$ cat src/rtl/assert_macros.svh
// ----------------------------------------------------------------------------
// assert_macros.svh
// Concurrent assertion macros for the generation member index generator.
// ----------------------------------------------------------------------------
`ifndef ASSERT_MACROS_SVH
`define ASSERT_MACROS_SVH

// check on every clock edge outside reset
`define ASSERT_CLK(label, prop, msg) \
    label: assert property (@(posedge i_clk) disable iff (!i_rst_n) prop) else $error(msg);

// check on every clock edge, reset included
`define ASSERT_ALWAYS(label, prop, msg) \
    label: assert property (@(posedge i_clk) prop) else $error(msg);

`endif

$ cat src/rtl/gmig_pkg.sv
// ----------------------------------------------------------------------------
// gmig_pkg
// Types and constants shared by the generation member index generator.
// ----------------------------------------------------------------------------
package gmig_pkg;

    localparam int GID_W   = 16;
    localparam int SIZE_W  = 7;
    localparam int CNT_W   = 17;
    localparam int PKT_W   = 16;
    localparam int SLOT_W  = 6;
    localparam int PROD_W  = GID_W + SIZE_W;
    localparam int X_W     = 25;
    localparam int RAW_W   = X_W + 1;
    localparam int ST_W    = CNT_W + 2;

    localparam int unsigned BORROW_STEP = 7;

    localparam int CFG_IDX_W = 3;
    localparam logic [CFG_IDX_W-1:0] CFG_MODE        = 3'd0;
    localparam logic [CFG_IDX_W-1:0] CFG_BASE_SIZE   = 3'd1;
    localparam logic [CFG_IDX_W-1:0] CFG_GEN_SIZE    = 3'd2;
    localparam logic [CFG_IDX_W-1:0] CFG_NUM_PACKETS = 3'd3;
    localparam logic [CFG_IDX_W-1:0] CFG_NUM_GENS    = 3'd4;

    localparam logic MODE_RANDOM = 1'b0;
    localparam logic MODE_BAND   = 1'b1;

    typedef enum logic [3:0] {
        S_IDLE,
        S_CHECK,
        S_ERR,
        S_MUL,
        S_LEAD,
        S_BASE_GO,
        S_BASE_WAIT,
        S_ROT_GO,
        S_ROT_WAIT,
        S_CAND,
        S_BOR,
        S_BMUL,
        S_RAW_GO,
        S_RAW_WAIT,
        S_SCAN,
        S_EMIT
    } t_state;

    typedef struct packed {
        logic              mode;
        logic [SIZE_W-1:0] base_size;
        logic [SIZE_W-1:0] gen_size;
        logic [CNT_W-1:0]  num_packets;
        logic [CNT_W-1:0]  num_gens;
    } t_cfg;

    typedef struct packed {
        logic [PKT_W-1:0]  packet_index;
        logic [SLOT_W-1:0] slot;
        logic [GID_W-1:0]  generation;
        logic              last;
        logic              bad_request;
    } t_res;

    typedef struct packed {
        logic push;
        t_res res;
    } t_out;

    typedef struct packed {
        logic             start;
        logic [X_W-1:0]   x;
        logic [CNT_W-1:0] m;
    } t_mod_req;

    typedef struct packed {
        logic             done;
        logic [CNT_W-1:0] rem;
    } t_mod_rsp;

endpackage

$ cat src/rtl/gmig_req_if.sv
// ----------------------------------------------------------------------------
// gmig_req_if
// Request channel: one generation number per word.
// ----------------------------------------------------------------------------
interface gmig_req_if import gmig_pkg::*; ();

    logic             valid;
    logic             ready;
    logic [GID_W-1:0] gen_id;

    modport source (output valid, output gen_id, input ready);
    modport sink   (input valid, input gen_id, output ready);

endinterface

$ cat src/rtl/gmig_res_if.sv
// ----------------------------------------------------------------------------
// gmig_res_if
// Result channel: one member packet index per word.
// ----------------------------------------------------------------------------
interface gmig_res_if import gmig_pkg::*; ();

    logic              valid;
    logic              ready;
    logic [PKT_W-1:0]  packet_index;
    logic [SLOT_W-1:0] slot;
    logic [GID_W-1:0]  generation;
    logic              last;
    logic              bad_request;

    modport source (
        output valid, output packet_index, output slot, output generation,
        output last, output bad_request, input ready
    );
    modport sink (
        input valid, input packet_index, input slot, input generation,
        input last, input bad_request, output ready
    );

endinterface

$ cat src/rtl/gmig_divmod.sv
// ----------------------------------------------------------------------------
// gmig_divmod
// Restoring remainder unit: x mod m, one dividend bit per cycle.
// ----------------------------------------------------------------------------
module gmig_divmod import gmig_pkg::*; (
    input  logic     i_clk,
    input  logic     i_rst_n,
    input  t_mod_req i_req,
    output t_mod_rsp o_rsp
);

    localparam int CW = $clog2(X_W);

    logic             r_busy;
    logic             r_done;
    logic [CW-1:0]    r_cnt;
    logic [X_W-1:0]   r_x;
    logic [CNT_W-1:0] r_m;
    logic [CNT_W-1:0] r_rem;

    logic [CNT_W:0]   trial;
    logic             trial_ge;
    logic [CNT_W-1:0] n_rem;

    always_comb begin
        trial    = {r_rem, r_x[X_W-1]};
        trial_ge = trial >= {1'b0, r_m};
        n_rem    = trial_ge ? CNT_W'(trial - {1'b0, r_m}) : CNT_W'(trial);
    end

    always_ff @(posedge i_clk) begin
        if (!i_rst_n) begin
            r_busy <= 1'b0;
            r_done <= 1'b0;
            r_cnt  <= '0;
        end else begin
            r_done <= 1'b0;
            if (i_req.start) begin
                r_busy <= 1'b1;
                r_cnt  <= '0;
            end else if (r_busy) begin
                r_cnt <= r_cnt + CW'(1);
                if (r_cnt == CW'(X_W - 1)) begin
                    r_busy <= 1'b0;
                    r_done <= 1'b1;
                end
            end
        end
    end

    always_ff @(posedge i_clk) begin
        if (i_req.start) begin
            r_x   <= i_req.x;
            r_m   <= i_req.m;
            r_rem <= '0;
        end else if (r_busy) begin
            r_x   <= {r_x[X_W-2:0], 1'b0};
            r_rem <= n_rem;
        end
    end

    assign o_rsp.done = r_done;
    assign o_rsp.rem  = r_rem;

endmodule

$ cat src/rtl/gmig_seq.sv
// ----------------------------------------------------------------------------
// gmig_seq
// Member sequencer: builds each candidate index, scans the member memory for
// collisions, bumps on a hit, writes the member back and emits it; a bad request gets an error word.
// ----------------------------------------------------------------------------
module gmig_seq import gmig_pkg::*; #(
    parameter int MAX_GEN_SIZE = 64,
    parameter int INDEX_BITS   = 16
) (
    input  logic            i_clk,
    input  logic            i_rst_n,
    gmig_req_if.sink        i_req,
    input  t_cfg            i_cfg,
    input  logic            i_out_free,
    output t_out            o_out,
    output t_mod_req        o_mod_req,
    input  t_mod_rsp        i_mod_rsp
);

    localparam int AW = $clog2(MAX_GEN_SIZE);
    localparam int IW = INDEX_BITS;
    localparam int PW = (INDEX_BITS + 1 > CNT_W) ? INDEX_BITS + 1 : CNT_W;
    localparam logic [SIZE_W+1:0] MAX_G = (SIZE_W + 2)'(MAX_GEN_SIZE);
    localparam logic [PW-1:0]     P_MAX = PW'(1) << INDEX_BITS;

    t_state r_state, n_state;

    logic [GID_W-1:0]        r_gid;
    logic [SIZE_W-1:0]       r_j;
    logic [SIZE_W-1:0]       r_rot;
    logic [SIZE_W-1:0]       r_sec;
    logic [SIZE_W-1:0]       r_clean;
    logic [SIZE_W-1:0]       r_rd;
    logic                    r_chk;
    logic                    r_neg;
    logic [CNT_W-1:0]        r_idx;
    logic [CNT_W-1:0]        r_base;
    logic [PROD_W-1:0]       r_prod;
    logic signed [ST_W-1:0]  r_start;
    logic signed [RAW_W-1:0] r_raw;
    logic [IW-1:0]           r_rd_data;
    logic [IW-1:0]           mem [MAX_GEN_SIZE];

    logic                    bad;
    logic [CNT_W-1:0]        p_minus_g;
    logic [CNT_W-1:0]        lead;
    logic [SIZE_W:0]         off;
    logic [SIZE_W:0]         sec_sum;
    logic [SIZE_W-1:0]       sec;
    logic signed [ST_W-1:0]  st0, st1, st2;
    logic [X_W-1:0]          raw_mag;
    logic [CNT_W-1:0]        raw_fix;
    logic                    hit;
    logic [CNT_W-1:0]        idx_inc;
    logic [CNT_W-1:0]        base_inc;
    logic [SIZE_W-1:0]       n_clean;
    logic [SIZE_W-1:0]       n_rd;
    logic                    scan_done;
    logic                    is_last;
    logic                    mem_we;

    // datapath
    always_comb begin
        bad = ({1'b0, r_gid} >= i_cfg.num_gens)
            || (i_cfg.base_size == '0)
            || (i_cfg.gen_size == '0)
            || ((SIZE_W + 2)'(i_cfg.gen_size) > MAX_G)
            || (i_cfg.base_size > i_cfg.gen_size)
            || (CNT_W'(i_cfg.gen_size) > i_cfg.num_packets)
            || (PW'(i_cfg.num_packets) > P_MAX);

        p_minus_g = i_cfg.num_packets - CNT_W'(i_cfg.gen_size);
        lead      = (r_prod > PROD_W'(p_minus_g)) ? p_minus_g : CNT_W'(r_prod);

        off = (SIZE_W + 1)'(r_j) - (SIZE_W + 1)'(i_cfg.base_size)
            + (SIZE_W + 1)'(BORROW_STEP);
        sec_sum = (SIZE_W + 1)'(r_j) - (SIZE_W + 1)'(i_cfg.base_size)
                + (SIZE_W + 1)'(r_rot);
        if (sec_sum >= (SIZE_W + 1)'(i_cfg.gen_size)) begin
            sec = SIZE_W'(sec_sum - (SIZE_W + 1)'(i_cfg.gen_size));
        end else begin
            sec = SIZE_W'(sec_sum);
        end

        st0 = $signed(ST_W'(r_gid)) - $signed(ST_W'(off));
        st1 = st0[ST_W-1] ? st0 + $signed(ST_W'(i_cfg.num_gens)) : st0;
        st2 = (st1 == $signed(ST_W'(r_gid))) ? st1 + $signed(ST_W'(1)) : st1;

        raw_mag = r_raw[RAW_W-1] ? X_W'(-r_raw) : X_W'(r_raw);
        raw_fix = (r_neg && (i_mod_rsp.rem != '0))
                ? i_cfg.num_packets - i_mod_rsp.rem : i_mod_rsp.rem;

        hit     = r_chk && (r_rd_data == IW'(r_idx));
        idx_inc = (r_idx + CNT_W'(1) == i_cfg.num_packets) ? '0 : r_idx + CNT_W'(1);
        base_inc = (r_base + CNT_W'(1) == i_cfg.num_packets) ? '0 : r_base + CNT_W'(1);
        n_clean = hit ? SIZE_W'(1) : r_clean + SIZE_W'(1);
        n_rd    = (r_rd + SIZE_W'(1) == r_j) ? '0 : r_rd + SIZE_W'(1);
        scan_done = (r_j == '0) || (r_chk && (n_clean == r_j));
        is_last   = (r_j + SIZE_W'(1) == i_cfg.gen_size);
    end

    // next state
    always_comb begin
        n_state = r_state;
        unique case (r_state)
            S_IDLE:      if (i_req.valid) n_state = S_CHECK;
            S_CHECK:     n_state = bad ? S_ERR : S_MUL;
            S_ERR:       if (i_out_free) n_state = S_IDLE;
            S_MUL:       n_state = (i_cfg.mode == MODE_BAND) ? S_LEAD : S_BASE_GO;
            S_LEAD:      n_state = S_CAND;
            S_BASE_GO:   n_state = S_BASE_WAIT;
            S_BASE_WAIT: if (i_mod_rsp.done) n_state = S_ROT_GO;
            S_ROT_GO:    n_state = S_ROT_WAIT;
            S_ROT_WAIT:  if (i_mod_rsp.done) n_state = S_CAND;
            S_CAND: begin
                if (i_cfg.mode == MODE_BAND || r_j < i_cfg.base_size) begin
                    n_state = S_SCAN;
                end else begin
                    n_state = S_BOR;
                end
            end
            S_BOR:       n_state = S_BMUL;
            S_BMUL:      n_state = S_RAW_GO;
            S_RAW_GO:    n_state = S_RAW_WAIT;
            S_RAW_WAIT:  if (i_mod_rsp.done) n_state = S_SCAN;
            S_SCAN:      if (scan_done) n_state = S_EMIT;
            S_EMIT: begin
                if (i_out_free) n_state = is_last ? S_IDLE : S_CAND;
            end
            default:     n_state = S_IDLE;
        endcase
    end

    // outputs
    always_comb begin
        i_req.ready = 1'b0;
        o_mod_req   = '0;
        o_out       = '0;
        mem_we      = 1'b0;
        unique case (r_state)
            S_IDLE: i_req.ready = 1'b1;
            S_ERR: begin
                o_out.push                = i_out_free;
                o_out.res.generation      = r_gid;
                o_out.res.last            = 1'b1;
                o_out.res.bad_request     = 1'b1;
            end
            S_BASE_GO: begin
                o_mod_req.start = 1'b1;
                o_mod_req.x     = X_W'(r_prod);
                o_mod_req.m     = i_cfg.num_packets;
            end
            S_ROT_GO: begin
                o_mod_req.start = 1'b1;
                o_mod_req.x     = X_W'(r_gid) * X_W'(BORROW_STEP);
                o_mod_req.m     = CNT_W'(i_cfg.gen_size);
            end
            S_RAW_GO: begin
                o_mod_req.start = 1'b1;
                o_mod_req.x     = raw_mag;
                o_mod_req.m     = i_cfg.num_packets;
            end
            S_EMIT: begin
                o_out.push             = i_out_free;
                mem_we                 = i_out_free;
                o_out.res.packet_index = PKT_W'(r_idx);
                o_out.res.slot         = SLOT_W'(r_j);
                o_out.res.generation   = r_gid;
                o_out.res.last         = is_last;
            end
            default: ;
        endcase
    end

    always_ff @(posedge i_clk) begin
        if (!i_rst_n) begin
            r_state <= S_IDLE;
        end else begin
            r_state <= n_state;
        end
    end

    // scan control: restart from entry zero on every entry to the scan
    always_ff @(posedge i_clk) begin
        if (!i_rst_n || r_state != S_SCAN) begin
            r_rd    <= '0;
            r_chk   <= 1'b0;
            r_clean <= '0;
        end else begin
            r_rd  <= n_rd;
            r_chk <= 1'b1;
            if (r_chk) r_clean <= n_clean;
        end
    end

    always_ff @(posedge i_clk) begin
        case (r_state)
            S_IDLE:      if (i_req.valid) r_gid <= i_req.gen_id;
            S_CHECK:     r_j <= '0;
            S_MUL:       r_prod <= PROD_W'(r_gid) * PROD_W'(i_cfg.base_size);
            S_LEAD:      r_base <= lead;
            S_BASE_WAIT: if (i_mod_rsp.done) r_base <= i_mod_rsp.rem;
            S_ROT_WAIT:  if (i_mod_rsp.done) r_rot <= SIZE_W'(i_mod_rsp.rem);
            S_CAND:      r_idx <= r_base;
            S_BOR: begin
                r_start <= st2;
                r_sec   <= sec;
            end
            S_BMUL: begin
                r_raw <= r_start * $signed({1'b0, i_cfg.base_size})
                       + $signed(RAW_W'(r_sec));
            end
            S_RAW_GO:    r_neg <= r_raw[RAW_W-1];
            S_RAW_WAIT:  if (i_mod_rsp.done) r_idx <= raw_fix;
            S_SCAN:      if (hit) r_idx <= idx_inc;
            S_EMIT: begin
                if (i_out_free) begin
                    r_j    <= r_j + SIZE_W'(1);
                    r_base <= base_inc;
                end
            end
            default: ;
        endcase
    end

    // member memory
    always_ff @(posedge i_clk) begin
        if (mem_we) mem[AW'(r_j)] <= IW'(r_idx);
        r_rd_data <= mem[AW'(r_rd)];
    end

endmodule

$ cat src/rtl/generation_member_index_generator_core.sv
// ----------------------------------------------------------------------------
// generation_member_index_generator_core
// Emits the member packet indices of a requested generation, in slot order.
// ----------------------------------------------------------------------------
// Flow: an error word passes S_CHECK and S_ERR into the output word register; band
//   mode takes the first base from S_MUL and S_LEAD, random mode from two setup
//   remainders, and each borrowed slot needs one more, all from the remainder unit.
// Requests: one at a time; each slot scans its earlier members again after every
//   collision bump, and a word is emitted only while the output word register is free.
// Reset: synchronous, active low; config mode 0, other config fields 1, no memory clear.
module generation_member_index_generator_core import gmig_pkg::*; #(
    parameter int MAX_GEN_SIZE = 64,
    parameter int INDEX_BITS   = 16
) (
    input  logic                 i_clk,
    input  logic                 i_rst_n,
    gmig_req_if.sink             i_req,
    gmig_res_if.source           o_res,
    input  logic                 i_cfg_we,
    input  logic [CFG_IDX_W-1:0] i_cfg_idx,
    input  logic [CNT_W-1:0]     i_cfg_data
);

    t_cfg     r_cfg;
    logic     r_out_valid;
    t_res     r_out;
    t_out     seq_out;
    t_mod_req mod_req;
    t_mod_rsp mod_rsp;

    always_ff @(posedge i_clk) begin
        if (!i_rst_n) begin
            r_cfg.mode        <= MODE_RANDOM;
            r_cfg.base_size   <= SIZE_W'(1);
            r_cfg.gen_size    <= SIZE_W'(1);
            r_cfg.num_packets <= CNT_W'(1);
            r_cfg.num_gens    <= CNT_W'(1);
        end else if (i_cfg_we) begin
            unique case (i_cfg_idx)
                CFG_MODE:        r_cfg.mode        <= i_cfg_data[0];
                CFG_BASE_SIZE:   r_cfg.base_size   <= i_cfg_data[SIZE_W-1:0];
                CFG_GEN_SIZE:    r_cfg.gen_size    <= i_cfg_data[SIZE_W-1:0];
                CFG_NUM_PACKETS: r_cfg.num_packets <= i_cfg_data;
                CFG_NUM_GENS:    r_cfg.num_gens    <= i_cfg_data;
                default: ;
            endcase
        end
    end

    gmig_seq #(
        .MAX_GEN_SIZE (MAX_GEN_SIZE),
        .INDEX_BITS   (INDEX_BITS)
    ) u_seq (
        .i_clk      (i_clk),
        .i_rst_n    (i_rst_n),
        .i_req      (i_req),
        .i_cfg      (r_cfg),
        .i_out_free (!r_out_valid),
        .o_out      (seq_out),
        .o_mod_req  (mod_req),
        .i_mod_rsp  (mod_rsp)
    );

    gmig_divmod u_divmod (
        .i_clk   (i_clk),
        .i_rst_n (i_rst_n),
        .i_req   (mod_req),
        .o_rsp   (mod_rsp)
    );

    // output word register
    always_ff @(posedge i_clk) begin
        if (!i_rst_n) begin
            r_out_valid <= 1'b0;
        end else if (seq_out.push) begin
            r_out_valid <= 1'b1;
        end else if (o_res.ready) begin
            r_out_valid <= 1'b0;
        end
    end

    always_ff @(posedge i_clk) begin
        if (seq_out.push) r_out <= seq_out.res;
    end

    assign o_res.valid        = r_out_valid;
    assign o_res.packet_index = r_out.packet_index;
    assign o_res.slot         = r_out.slot;
    assign o_res.generation   = r_out.generation;
    assign o_res.last         = r_out.last;
    assign o_res.bad_request  = r_out.bad_request;

`include "assert_macros.svh"

    `ASSERT_CLK(a_push_into_free,
        seq_out.push |=> r_out_valid && !$past(r_out_valid),
        "word pushed over a held word")
    `ASSERT_CLK(a_err_word,
        o_res.valid && o_res.bad_request |->
            o_res.last && o_res.slot == '0 && o_res.packet_index == '0,
        "malformed error word")
    `ASSERT_CLK(a_index_range,
        o_res.valid && !o_res.bad_request |->
            CNT_W'(o_res.packet_index) < r_cfg.num_packets,
        "member index beyond packet count")
    `ASSERT_CLK(a_last_slot,
        o_res.valid && o_res.last && !o_res.bad_request |->
            o_res.slot == SLOT_W'(r_cfg.gen_size - SIZE_W'(1)),
        "last mark off the final slot")

endmodule
$ cat src/flat_wrapper.sv
// flat-port wrapper written by rule: the top's interface ports become plain ports
module generation_member_index_generator_core_flat import gmig_pkg::*;
#(
    parameter int MAX_GEN_SIZE = 64,
    parameter int INDEX_BITS   = 16
)
  (i_clk, i_rst_n, i_cfg_we, i_cfg_idx, i_cfg_data, i_req_valid, i_req_gen_id, i_req_ready, o_res_valid, o_res_packet_index, o_res_slot, o_res_generation, o_res_last, o_res_bad_request, o_res_ready);
  gmig_req_if i_req_i ();
  gmig_res_if o_res_i ();
  input  logic i_clk;
  input  logic i_rst_n;
  input  logic i_cfg_we;
  input  logic [CFG_IDX_W-1:0] i_cfg_idx;
  input  logic [CNT_W-1:0] i_cfg_data;
  input wire logic [$bits(i_req_i.valid)-1:0] i_req_valid;
  input wire logic [$bits(i_req_i.gen_id)-1:0] i_req_gen_id;
  output wire logic [$bits(i_req_i.ready)-1:0] i_req_ready;
  output wire logic [$bits(o_res_i.valid)-1:0] o_res_valid;
  output wire logic [$bits(o_res_i.packet_index)-1:0] o_res_packet_index;
  output wire logic [$bits(o_res_i.slot)-1:0] o_res_slot;
  output wire logic [$bits(o_res_i.generation)-1:0] o_res_generation;
  output wire logic [$bits(o_res_i.last)-1:0] o_res_last;
  output wire logic [$bits(o_res_i.bad_request)-1:0] o_res_bad_request;
  input wire logic [$bits(o_res_i.ready)-1:0] o_res_ready;
  assign i_req_i.valid = i_req_valid;
  assign i_req_i.gen_id = i_req_gen_id;
  assign i_req_ready = i_req_i.ready;
  assign o_res_valid = o_res_i.valid;
  assign o_res_packet_index = o_res_i.packet_index;
  assign o_res_slot = o_res_i.slot;
  assign o_res_generation = o_res_i.generation;
  assign o_res_last = o_res_i.last;
  assign o_res_bad_request = o_res_i.bad_request;
  assign o_res_i.ready = o_res_ready;
  generation_member_index_generator_core #(.MAX_GEN_SIZE(MAX_GEN_SIZE), .INDEX_BITS(INDEX_BITS)) u_core (.i_clk(i_clk), .i_rst_n(i_rst_n), .i_req(i_req_i), .o_res(o_res_i), .i_cfg_we(i_cfg_we), .i_cfg_idx(i_cfg_idx), .i_cfg_data(i_cfg_data));
endmodule
$ cat config.mk
export PLATFORM = sky130hd
export DESIGN_NAME = generation_member_index_generator_core_flat
export DESIGN_NICKNAME = d
export VERILOG_FILES = /design/src/rtl/gmig_pkg.sv /design/src/rtl/gmig_req_if.sv /design/src/rtl/gmig_res_if.sv /design/src/rtl/gmig_divmod.sv /design/src/rtl/gmig_seq.sv /design/src/rtl/generation_member_index_generator_core.sv /design/src/flat_wrapper.sv
export VERILOG_INCLUDE_DIRS = /design/src /design/src/rtl
export SDC_FILE = /design/constraint.sdc
export NUM_CORES = 2
export LEC_CHECK = 0
export ABC_AREA = 1
export ABC_CLOCK_PERIOD_IN_PS = 6700
export BUFFER_PORTS_ARGS = -buffer_cell sky130_fd_sc_hd__buf_2
export CAP_MARGIN = 20
export CORE_MARGIN = 2
export CORE_UTILIZATION = 55
export DETAILED_ROUTE_END_ITERATION = 16
export HOLD_SLACK_MARGIN = 0.1
export PLACE_DENSITY = 0.71
export SLEW_MARGIN = 10
export SYNTH_ARGS = -nofsm -noshare
export SYNTH_HDL_FRONTEND = slang
export SYNTH_SLANG_ARGS = --single-unit
$ cat constraint.sdc
create_clock -name i_clk -period 6.7 [get_ports i_clk]
set_clock_uncertainty 0.2 [all_clocks]
set_input_delay 0.67 -clock i_clk [delete_from_list [all_inputs] [get_ports i_clk]]
set_output_delay 0.67 -clock i_clk [all_outputs]
set_load 0.005 [all_outputs]
; ---- Word level (Yosys, flattened, before mapping)
; Memories as Yosys holds them, arrays and structs flattened. A register that Yosys moved wholly into a read port is not among the register bits.
; Index checks and enable logic that the tools add are counted.
[word_totals]
register_bits = 315
ramBits = 1024
out_inout_bits = 42
memories = 1
[op_classes]
addsub = 18
multipliers = 3
magnitude_cmp = 9
n_eq_ne = 36
n_mux = 47
bitwise_logic = 2
reduce_logical = 40
[memory_table]
columns = name, depth, width, rd, rd_ports_with_merged_regs, write_ports, line
row1 = u_core.u_seq.mem, 64, 16, 1, 1, 1, gmig_seq.sv:42  ; logic [IW-1:0] mem [MAX_GEN_SIZE];
[ops]
columns = cell, count
row1 = 2-to-1 mux 17 bit, 9
row2 = one-hot mux 43 bit (3 select lines), 1
row3 = one-hot mux 17 bit (3 select lines), 2
row4 = 2-to-1 mux 25 bit, 3
row5 = one-hot mux 4 bit (16 select lines), 1
row6 = 2-to-1 mux 19 bit, 2
row7 = "adder 17 x 1 -> 17 bit, second input constant", 2
row8 = equality test 17 bit, 2
row9 = one-hot mux 17 bit (2 select lines), 1
row10 = subtractor 17 bit, 2
row11 = "equality test 4 bit, second input constant", 8
row12 = 2-to-1 mux 4 bit, 8
row13 = adder 26 x 8 -> 26 bit, 1
row14 = multiplier 19 x 8 -> 26 bit, 1
row15 = negator 25 bit, 1
row16 = greater-than comparator 23 x 17 -> 1 bit, 1
row17 = multiplier 16 x 7 -> 23 bit, 1
row18 = "adder 7 x 1 -> 7 bit, second input constant", 3
row19 = equality test 7 bit, 3
row20 = logical NOT 7 bit, 3
row21 = 2-to-1 mux 7 bit, 3
row22 = adder 17 x 18 -> 19 bit, 1
row23 = "adder 19 x 2 -> 19 bit, second input constant", 1
row24 = equality test 19 x 17 -> 1 bit, 1
row25 = other kinds (43), 94

; ---- Logic depth before layout (Yosys ltp)
[logic_depth]
depth_word = 9
depth_mapped = 41
depth_no_buf = 39

; ---- Cells and area by module
; A second synthesis with hierarchy kept.
[hier_totals]
hier_cells = 7615
area_unflattened_um2 = 73420.4
[by_module_without_submodules]
columns = module, n_inst, cells_per_inst, area_per_inst_um2, seq_area_each_um2
row1 = gmig_seq, 1, 6759, 66137.2, 35654.2
row2 = gmig_divmod, 1, 518, 4033.9, 1741.7
row3 = generation_member_index_generator_core, 1, 338, 3249.4, 2202.1

; ---- Worst setup path before layout
; Ideal clock, no wire load.
[synth_timing]
kind = register -> register
start = register u_core.u_seq.r_j[0]
end = register u_core.u_seq.r_start[7], data pin
setup_time_ns = 0.258
arrival_time_ns = 5.324
slack_ns = 0.917
stages_incl_launch_ff = 38
path_buffers = 3
period_less_slack_ns = 5.783
cell_sequence = edfxtp_1 > clkbuf_1 > inv_1 > ha_1 > inv_1 > fa_1 > a21oi_1 > o21ai_0 > a21oi_1 > o21ai_0 > xor2_1 > inv_1 > nand3_1 > xor2_1 > ha_1 > buf_6 > nand2_2 > inv_2 > [2 not listed] > inv_1 > nand2_1 > nand2_1 > nand2_1 > ha_1 > a21oi_1 > o21ai_0 > a21oi_1 > nand2_1 > nand2_1 > nand3_1 > nand3_1 > nand2_1 > nor2_1 > nand3_1 > clkbuf_1 > o21ai_0 > nand2_1
[synth_via]
elab_chain_cells = 7
elab_cells_between_ends = 8
classes_between = add/sub (5) / eq/ne (1) / mux (2)
[synth_rtl]
columns = element, line
row1 = from (decl), gmig_seq.sv:29  ; logic [SIZE_W-1:0] r_j;
row2 = from (signal assigned), gmig_seq.sv:218  ; r_j <= r_j + SIZE_W'(1);
row3 = subtractor 7 x 7 -> 8 bit *, gmig_seq.sv:75  ; off = (SIZE_W + 1)'(r_j) - (SIZE_W + 1)'(i_cfg.base_size)
row4 = adder 8 x 3 -> 8 bit *, gmig_seq.sv:76  ; + (SIZE_W + 1)'(BORROW_STEP);
row5 = subtractor 16 x 8 -> 17 bit *, gmig_seq.sv:85  ; st0 = $signed(ST_W'(r_gid)) - $signed(ST_W'(off));
row6 = adder 17 x 18 -> 19 bit, gmig_seq.sv:86  ; st1 = st0[ST_W-1] ? st0 + $signed(ST_W'(i_cfg.num_gens)) : st0;
row7 = 2-to-1 mux 19 bit *, gmig_seq.sv:86
row8 = adder 19 x 2 -> 19 bit or equality test 19 x 17 -> 1 bit (tied branches), gmig_seq.sv:87  ; st2 = (st1 == $signed(ST_W'(r_gid))) ? st1 + $signed(ST_W'(1)) : st1;
row9 = 2-to-1 mux 19 bit *, gmig_seq.sv:87
row10 = via u_core.u_seq.st2[7], gmig_seq.sv:50  ; logic signed [ST_W-1:0] st0, st1, st2;
row11 = to (signal assigned), gmig_seq.sv:206  ; r_start <= st2;
row12 = to (decl), gmig_seq.sv:39  ; logic signed [ST_W-1:0] r_start;
; The timed path passes the listed nets; every way through them passes the cells marked *.
; A chain may end at the register's enable or synchronous reset.

; ---- Worst setup path after layout
[layout_timing]
start = register u_core.u_seq.r_j[0]
end = register u_core.u_seq.r_start[12], data pin
; Same word-level chain as after synthesis.

==> impl_results.md <==
* Synth async-reset ratio at 0%
* Routed vias/inst at 5.94
* IO buf count at 82
* Iter 0 DRT Violations at 6,615
* Syn Inst Count at 7,263
* CTS max path bufs at 3
* Yosys cell types at 60
* Routed WL per cell at 23.5 microns
* Grt ovf at 0
* DRC violations left at 0
* Die ar. at 0.134 sq mm
* Starting Density at 55.5%
* Final #Nets at 7,874
* Fin crit period at 6.19 ns
* Clk_lat worst skew at 0.80 ns
* Final Cycle Share at 92.4%
* YS warnings at 0
* Startpoint types: flop
* Clock Tree Root: clkbuf_16
* Placer congestion estimate at 0.926
* CP max FO at 18
* Final setup vio count at 0
* Tot GR Track Use at 32.4%
* Tightest Pin Transition at 1.36 ns
* TritonCTS buffer count at 145
* Most used cell, CP: nand2_1
* Setup tns final at 0 ns
* CTS clk-pin slew, worst paths at 0.07 ns
* CTS tree: built
* Critical path type: reg -> reg
* Multi-input logic area at 0.0281 sq mm
* EDFF count, synth at 1,246
* Seq/Total Area, Yosys at 55.0%
* Max IR drop VDD at 0.000378 V
* Most frequent cells in the layout: 1,246 x edfxtp_1, 1,069 x nand2_1, 1,047 x nor2_1
* Core Region at 0.130 sq mm
* Vias in the first global route at 52.9k
* Post-route ant nets at 0
* H-tree depth at 4
* Worst EP required at 7.16 ns
* Slowest CP cell: fa_1
* Pwr dens at 316 mW/mm^2
* Reg2reg setup slack at 0.51 ns
* Synth Register Bits at 1,355
* Final number of max-transition violations at 0
* Register area at 0.0396 sq mm
* Commonest non-fill, non-tap cell in the layout: edfxtp_1
* Fmax at 162 MHz
* Die Ht at 366 microns
* P&R area growth vs syn at 10.9%
* Vias at 54.8k
* Slew HR at 8.09%
* Post-synthesis cell area at 0.0719 sq mm
* Crit-path max cell delay at 0.40 ns
* Unrepaired setup endpoints after global routing: false
* CP Data Arrival Time at 6.65 ns
* Filler cell count at 10.5k
* Final Hold Vio Count at 0
* Largest net degree at the start of global routing at 149
* Boundary Pins at 83
* First-pass GRT wire length at 325,000 microns
* Leak at 31.9 nW
* Hold slack at 0.145 ns
* Initial antenna violation count at 4
* DR pass1 iterations at 6
* Critical Path End Type: flop
* Ys flop type: edfxtp_1
* Die Width at 366 microns
* Synth Net Count at 7,772
* Clock Sinks at 1,355
* Core Rows at 132
* DP HPWL at 146,000 microns
* Hold WC Path Type: in -> reg
* Syn_area_per_cell at 9.91 sq um
* Share of cells above drive strength 1 at 6.80%
* Max-Cap Viols at 0
* Detailed-route wire length at 217,000 microns
* Status: complete, no violations
[cell usage after synthesis (11+ instances only)]
| library cell | count | area (sq um) |
|---|---|---|
| o22ai_1 | 284 | 1780 |
| xnor2_1 | 50 | 438 |
| ha_1 | 270 | 3380 |
| nor3_1 | 55 | 275 |
| a21oi_1 | 260 | 1300 |
| o221ai_1 | 35 | 307 |
| fa_1 | 198 | 3960 |
| nand4_1 | 63 | 394 |
| o21ai_0 | 856 | 4280 |
| nand2_1 | 1069 | 4010 |
| edfxtp_1 | 1246 | 37400 |
| xor2_1 | 125 | 1090 |
| o21bai_1 | 13 | 97.6 |
| nand3_1 | 247 | 1240 |
| o211ai_1 | 55 | 413 |
| nor2_1 | 1053 | 3950 |
| dfxtp_1 | 109 | 2180 |
| or2_2 | 16 | 100 |
| buf_1 | 21 | 78.8 |
| inv_1 | 783 | 2940 |
| clkbuf_1 | 299 | 1120 |
| a22oi_1 | 11 | 82.6 |
[critical path, delay by kind of cell, from the launching register on]
kind,cells,cell delay [ns]
fa+ha+maj,4,1.28
simple gates,19,2.25
flops,1,0.39
compound gates,5,0.82
xor+xnor,2,0.44
buf+inv,6,0.66
[cell families (layout without fill, tap and decap cells)]
logic type / after synthesis / after routing / share of synthesized area (%)
AO/OA/AOI/OAI: 1588 / 1588 / 12.3
AND/OR/NAND/NOR: 2547 / 2548 / 14.3
XOR/XNOR: 176 / 176 / 2.16
adder cells (fa/ha/maj): 468 / 468 / 10.2
other: 0 / 1 / 0
flip-flops: 1355 / 1355 / 55.0
buffers and inverters: 1129 / 1348 / 5.96
[layout make-up]
cell class                      instances  share of cell area (%)
Sequential cell                      1355                    49.7
Multi-Input combinational cell       4780                    35.2
Clock buffer                          187                    4.88
Inverter                              797                    3.77
Tap cell                             1742                    2.73
Timing Repair Buffer                  286                    2.69
Clock inverter                         78                    1.03
Antenna cell                            1                 0.00314
[registers in the layout, indices dropped and copies added (netlist names), 16 cells and up]
signal                     count
u_core.u_seq.mem            1024
u_core.r_cfg                  49
u_core.u_seq.r_raw            26
u_core.u_divmod.r_x           25
u_core.u_seq.r_prod           23
u_core.u_seq.r_start          19
u_core.u_divmod.r_m           17
u_core.u_divmod.r_rem         17
u_core.u_seq.r_base           17
u_core.u_seq.r_idx            17
u_core.o_res.generation       16
u_core.o_res.packet_index     16
u_core.u_seq.r_gid            16
u_core.u_seq.r_rd_data        16
[repair_timing]
item	in CTS	in global routing
setup endpoints to repair	0	17
hold buffers	42	0
buffers inserted	0	2
hold endpoints to repair	60	0
resized for setup	0	3
[through the flow]
step	instance area (sq um)	worst slack (ns)	power [mW]	std cells	util, %
after floorplan	71900	0.917	15.0	7263	-
after global placement	74500	0.559	17.2	8910	57.5
after detailed placement	74500	0.511	17.2	8912	57.5
after CTS	79700	0.473	25.1	9219	61.5
after global routing	79800	0.0130	26.4	9225	61.5
final	79800	0.510	25.2	9226	61.5
[worst paths after layout]
check / start / endpoint / cells past startpoint
worst min register to register: u_core.r_cfg[3] / u_core.r_cfg[3] / 2
worst max-delay path: u_core.u_seq.r_j[0] / u_core.u_seq.r_start[12] / 36
worst max register to register: u_core.u_seq.r_j[0] / u_core.u_seq.r_start[12] / 36
worst min-delay path: i_cfg_idx[1] / u_core.r_cfg[17] / 4
[metal layers]
metal / share of wire (%) / global-route usage [%] / up-vias / wire [microns]
li1: - / - / 25204 / -
met1: 40 / 43.3 / 26622 / 86200
met2: 48 / 54.0 / 2533 / 104000
met3: 8.4 / 5.07 / 406 / 18200
met4: 3.8 / 11.6 / 0 / 8150
met5: 0 / 0 / - / 0
[power breakdown]
group / switching (mW) / internal [mW]
clock: 3.44 / 4.51
combinational: 4.82 / 2.20
sequential: 0.380 / 9.83
total: 8.64 / 16.5
(Power assumes the default switching activity.)
